$ cat src/hdl/pit_pkg.sv
// Shared types and constants of the property index table.
package pit_pkg;

	localparam int TABLE_DEPTH = 64;
	localparam int CNT_W       = $clog2(TABLE_DEPTH + 1);
	localparam int POS_W       = 6;
	localparam int CMP_W       = (CNT_W > POS_W) ? CNT_W : POS_W;

	typedef enum logic [1:0] {
		OP_INSERT   = 2'd0,
		OP_READ     = 2'd1,
		OP_FIND     = 2'd2,
		OP_VALIDATE = 2'd3
	} pit_op_t;

	// Request as it travels down the chain of cells.
	typedef struct packed {
		pit_op_t            op;
		logic [15:0]        id;
		logic [15:0]        form;
		logic [31:0]        offs;
		logic [15:0]        len;
		logic [POS_W-1:0]   pos;
		logic [CNT_W-1:0]   count;
		logic [31:0]        expect_off;
		logic               hit;
	} pit_pkt_t;

endpackage

$ cat src/hdl/pit_cell.sv
// One table cell: holds a single entry and processes the passing request.
module pit_cell
	import pit_pkg::*;
(
	input  logic             clk,
	input  logic             arst_n,
	input  logic             adv,
	input  logic [CNT_W-1:0] cell_index,
	input  logic             pkt_vld_i,
	input  pit_pkt_t         pkt_i,
	output logic             pkt_vld_o,
	output pit_pkt_t         pkt_o
);

	logic [15:0] id_q;
	logic [15:0] form_q;
	logic [31:0] off_q;
	logic [15:0] len_q;
	logic        vld_q;
	pit_pkt_t    pkt_q;
	pit_pkt_t    pkt_d;
	logic        filled;
	logic        wr_en;

	assign filled = cell_index < pkt_i.count;
	assign wr_en  = adv && pkt_vld_i && (pkt_i.op == OP_INSERT) && (pkt_i.count == cell_index);

	always_comb begin
		pkt_d = pkt_i;
		case (pkt_i.op)
			OP_READ: begin
				if (filled && (CMP_W'(pkt_i.pos) == CMP_W'(cell_index))) begin
					pkt_d.hit  = 1'b1;
					pkt_d.id   = id_q;
					pkt_d.form = form_q;
					pkt_d.offs = off_q;
					pkt_d.len  = len_q;
				end
			end
			OP_FIND: begin
				if (!pkt_i.hit && filled && (id_q == pkt_i.id)) begin
					pkt_d.hit  = 1'b1;
					pkt_d.form = form_q;
					pkt_d.offs = off_q;
					pkt_d.len  = len_q;
				end
			end
			OP_VALIDATE: begin
				// hit marks the first broken entry
				if (!pkt_i.hit && filled) begin
					if ((len_q == 16'd0) || (off_q != pkt_i.expect_off)) begin
						pkt_d.hit = 1'b1;
					end else begin
						pkt_d.expect_off = pkt_i.expect_off + {16'd0, len_q};
					end
				end
			end
			default: begin
			end
		endcase
	end

	always_ff @(posedge clk) begin
		if (wr_en) begin
			id_q   <= pkt_i.id;
			form_q <= pkt_i.form;
			off_q  <= pkt_i.offs;
			len_q  <= pkt_i.len;
		end
	end

	always_ff @(posedge clk or negedge arst_n) begin
		if (!arst_n) begin
			vld_q <= 1'b0;
		end else if (adv) begin
			vld_q <= pkt_vld_i;
		end
	end

	always_ff @(posedge clk) begin
		if (adv) begin
			pkt_q <= pkt_d;
		end
	end

	assign pkt_vld_o = vld_q;
	assign pkt_o     = pkt_q;

endmodule

$ cat config.mk
export PLATFORM = sky130hd
export DESIGN_NAME = pit_cell
export DESIGN_NICKNAME = d
export VERILOG_FILES = /design/src/hdl/pit_pkg.sv /design/src/hdl/pit_cell.sv
export SDC_FILE = /design/constraint.sdc
export NUM_CORES = 1
export LEC_CHECK = 0
export BUFFER_PORTS_ARGS = -buffer_cell sky130_fd_sc_hd__buf_2
export CAP_MARGIN = 20
export CORE_MARGIN = 1
export CORE_UTILIZATION = 45
export DETAILED_ROUTE_END_ITERATION = 8
export PLACE_DENSITY_LB_ADDON = 0.2
export SETUP_SLACK_MARGIN = 0.2
export SLEW_MARGIN = 20
export SYNTH_ARGS = -nofsm -noshare
export SYNTH_HDL_FRONTEND = slang
export SYNTH_SLANG_ARGS = --single-unit
$ cat constraint.sdc
create_clock -name clk -period 2.5 [get_ports clk]
set_input_delay 0.25 -clock clk [delete_from_list [all_inputs] [get_ports clk]]
set_output_delay 0.25 -clock clk [all_outputs]
set_load 0.02 [all_outputs]
==> impl_metrics.json <==
{
  "setup_slack_ns": -0.0751,
  "synthFlopType": "edfxtp_1",
  "reg2reg_setup_slack_ns": -0.08,
  "finalMaxSlewViolations": 0,
  "swShare_pct": 24.1,
  "die_w_um": 146,
  "startpoint_type": "register",
  "synth_area_sq_um": 9370,
  "end_kind": "register",
  "antenna_found_initial": 0,
  "pin_count": 268,
  "tightest_slew_ns": 1.01,
  "cts_buffers": 24,
  "place_congestion": 0.901,
  "max_slew_margin_pct": 32.9,
  "grt_usage_pct": 23.5,
  "grt_pass1_vias": 6942,
  "vias": 6967,
  "power_frac_comb_pct": 14.9,
  "synth-xor-area-share_pct": 7.66,
  "synth_seq_cells": 209,
  "power.density_nw_per_um2": 647,
  "p_leak_nw": 5.55,
  "clock_latency_ns": 0.52,
  "ir_drop_uv": 538,
  "crit_fanout": 5,
  "htree_levels": 1,
  "drtIter0Drc": 400,
  "drtAntennaViolNets": 0,
  "violations": "setup timing",
  "final_cell_mix": "266 x buf_2, 208 x edfxtp_1, 95 x dlygate4sd3_1, 64 x a22o_1, 42 x xnor2_1",
  "reg2reg_from": "len_q[0]",
  "crit_type": "reg -> reg",
  "synth_top_family_by_area": "compound AO/OA/AOI/OAI gates",
  "port_buffers": 267,
  "worstPathArrival_ns": 2.84,
  "hold_violations": 0,
  "fin_tns_setup_ns": -0.231,
  "p_int_mw": 6.80,
  "routedWlPerCell_um": 20.5,
  "fin_crit_ns": 2.58,
  "numClockSinks": 209,
  "die-area_sq_um": 21400,
  "worstHoldStart": "pkt_i[38]",
  "diodes": 0,
  "synthAdderAreaFrac_pct": 3.95,
  "wl_um": 27400,
  "reg2reg_depth": 9,
  "clock_skew_ns": 0.0161,
  "ys_types": 54,
  "switching_power_mw": 2.15,
  "finalNetCount": 1214,
  "yosysWarnings": 0,
  "synth_compound_area_share_pct": 10.4,
  "fmax_mhz": 388,
  "drive_above_1_share_pct": 42.3,
  "fp.dieH_um": 146,
  "synth_simple_gate_area_share_pct": 6.66,
  "hpwl_um": 16900,
  "postLayoutCellArea_sq_um": 13800,
  "clkSlewWorstSetupHoldPaths_ns": 0.06,
  "clock_path_buffers": 3,
  "start_util_pct": 46.2,
  "rows": 52,
  "outcome": "finished, violations left",
  "place_area_sq_um": 11300,
  "p_clk_share_pct": 39.0,
  "hold_end": "pkt_o[38]",
  "synthMuxAreaShare_pct": 2.28,
  "fillers": 1451,
  "synthArstFlopShare_pct": 0.478,
  "post-route-drc-count": 0,
  "cts_tree": "done",
  "drt_first_pass_iters": 5,
  "seqPwrFrac_pct": 46.1,
  "hold_depth": 1,
  "synth-edff-count": 208,
  "post-route-period-util_pct": 103,
  "core_sq_um": 20300,
  "overflow": 0,
  "synthToLayoutAreaGrowth_pct": 47.6,
  "critPathRequiredTime_ns": 2.76,
  "hold_class": "in -> reg",
  "synthCells": 603,
  "cap_viol_max_count": 0,
  "root_buffer": "clkbuf_16",
  "grt_max_degree": 81,
  "grt_pass1_wl_um": 38500,
  "final_common_cell": "buf_2",
  "avgSynthCellArea_sq_um": 15.5,
  "via_per_inst": 5.23,
  "rsz0062_at_grt": "true",
  "synth_fp_nets": 771,
  "finalSetupViolCount": 8,
  "seq_area_frac_synth_pct": 66.9,
  "rr_endpoint": "pkt_o[21]"
}
power by group through the flow:
stage	Sequential (mW)	Combinational, mW	Clock [mW]
2_1_floorplan	4.45	0.328	0
3_3_place_gp	4.20	1.08	0
3_5_place_dp	4.20	1.08	0
4_1_cts	4.13	1.22	3.55
5_1_grt	4.15	1.41	3.68
6_report	4.13	1.33	3.49
sequential cells by signal, indices dropped and copies added (netlist names):
name,cells
id_q,16
pkt_o,128
pkt_vld_o,1
form_q,16
len_q,16
off_q,32
Yosys cell counts (7+ instances only):
library cell	n	share of area, %
nand2_1	27	1.1
nand4_1	22	1.5
nand3_1	8	0.43
edfxtp_1	208	67
xor2_1	37	3.5
nor4_1	7	0.47
mux2_2	19	2.3
ha_1	28	3.7
inv_1	16	0.64
o21ai_0	20	1.1
nor2_1	10	0.40
xnor2_1	45	4.2
a21oi_1	14	0.75
buf_2	8	0.43
a22o_1	64	6.0
cell families after synthesis:
logic type	Yosys count
AND/OR/NAND/NOR	106
XOR/XNOR	82
adder cells (fa/ha/maj)	29
buffers and inverters	33
flip-flops	209
multiplexers	19
AO/OA/AOI/OAI	125
per-layer routing:
layer	global-route usage, %	up-vias	share of wire (%)
met4	6.98	0	2.7
met3	5.38	55	7.4
met2	39.4	313	48
met5	0	-	0
met1	30.3	3342	42
li1	-	3257	-
per-stage QoR:
stage	hold slack (ns)	worst slack, ns	power (mW)	utilization, %	std cells
floorplan	-0.0456	-0.582	4.78	-	603
global placement	0.0256	0.0492	5.28	55.7	1152
detailed placement	0.0258	-0.00177	5.28	55.7	1152
CTS	0.0177	0.0178	8.90	64.9	1299
global route	0.0291	-0.165	9.24	68.2	1333
finish	0.0431	-0.0751	8.95	68.2	1333
cell type report:
type | count | area [sq um] | area share [%]
Clock buffer | 31 | 648 | 4.68
Clock inverter | 12 | 133 | 0.959
Inverter | 17 | 82.6 | 0.597
Multi-Input combinational cell | 361 | 3230 | 23.4
Sequential cell | 209 | 6270 | 45.3
Tap cell | 270 | 338 | 2.44
Timing Repair Buffer | 433 | 3130 | 22.6
how the worst max path moves through the flow:
stage	start	end	slack, ns
floorplan	pkt_i[38]	form_q[0]	-0.58
global placement	len_q[4]	pkt_o[31]	0.05
detailed placement	len_q[0]	pkt_o[21]	-0.002
CTS	len_q[0]	pkt_o[21]	0.02
global route	len_q[0]	pkt_o[21]	-0.16
finish	len_q[0]	pkt_o[21]	-0.08
critical path, cell delays in order, from the launching register on:
cell and delay, ns:
edfxtp_1 0.40, ha_2 0.21, fa_2 0.37, a211oi_4 0.25, o211ai_1 0.17, a31o_2 0.28, a31oi_4 0.22, o21ai_4 0.10
and4_1 0.20, xor2_1 0.14
repair_timing:
action / CTS / global route
endpoints found under the setup margin: 34 / 96
pin swaps: 8 / 54
endpoints found under the hold margin: 95 / 0
gates resized for setup: 14 / 57
gates cloned: 0 / 13
hold buffers: 95 / 0
buffers inserted: 9 / 21
Note: power is estimated with default switching activity, not from simulation.
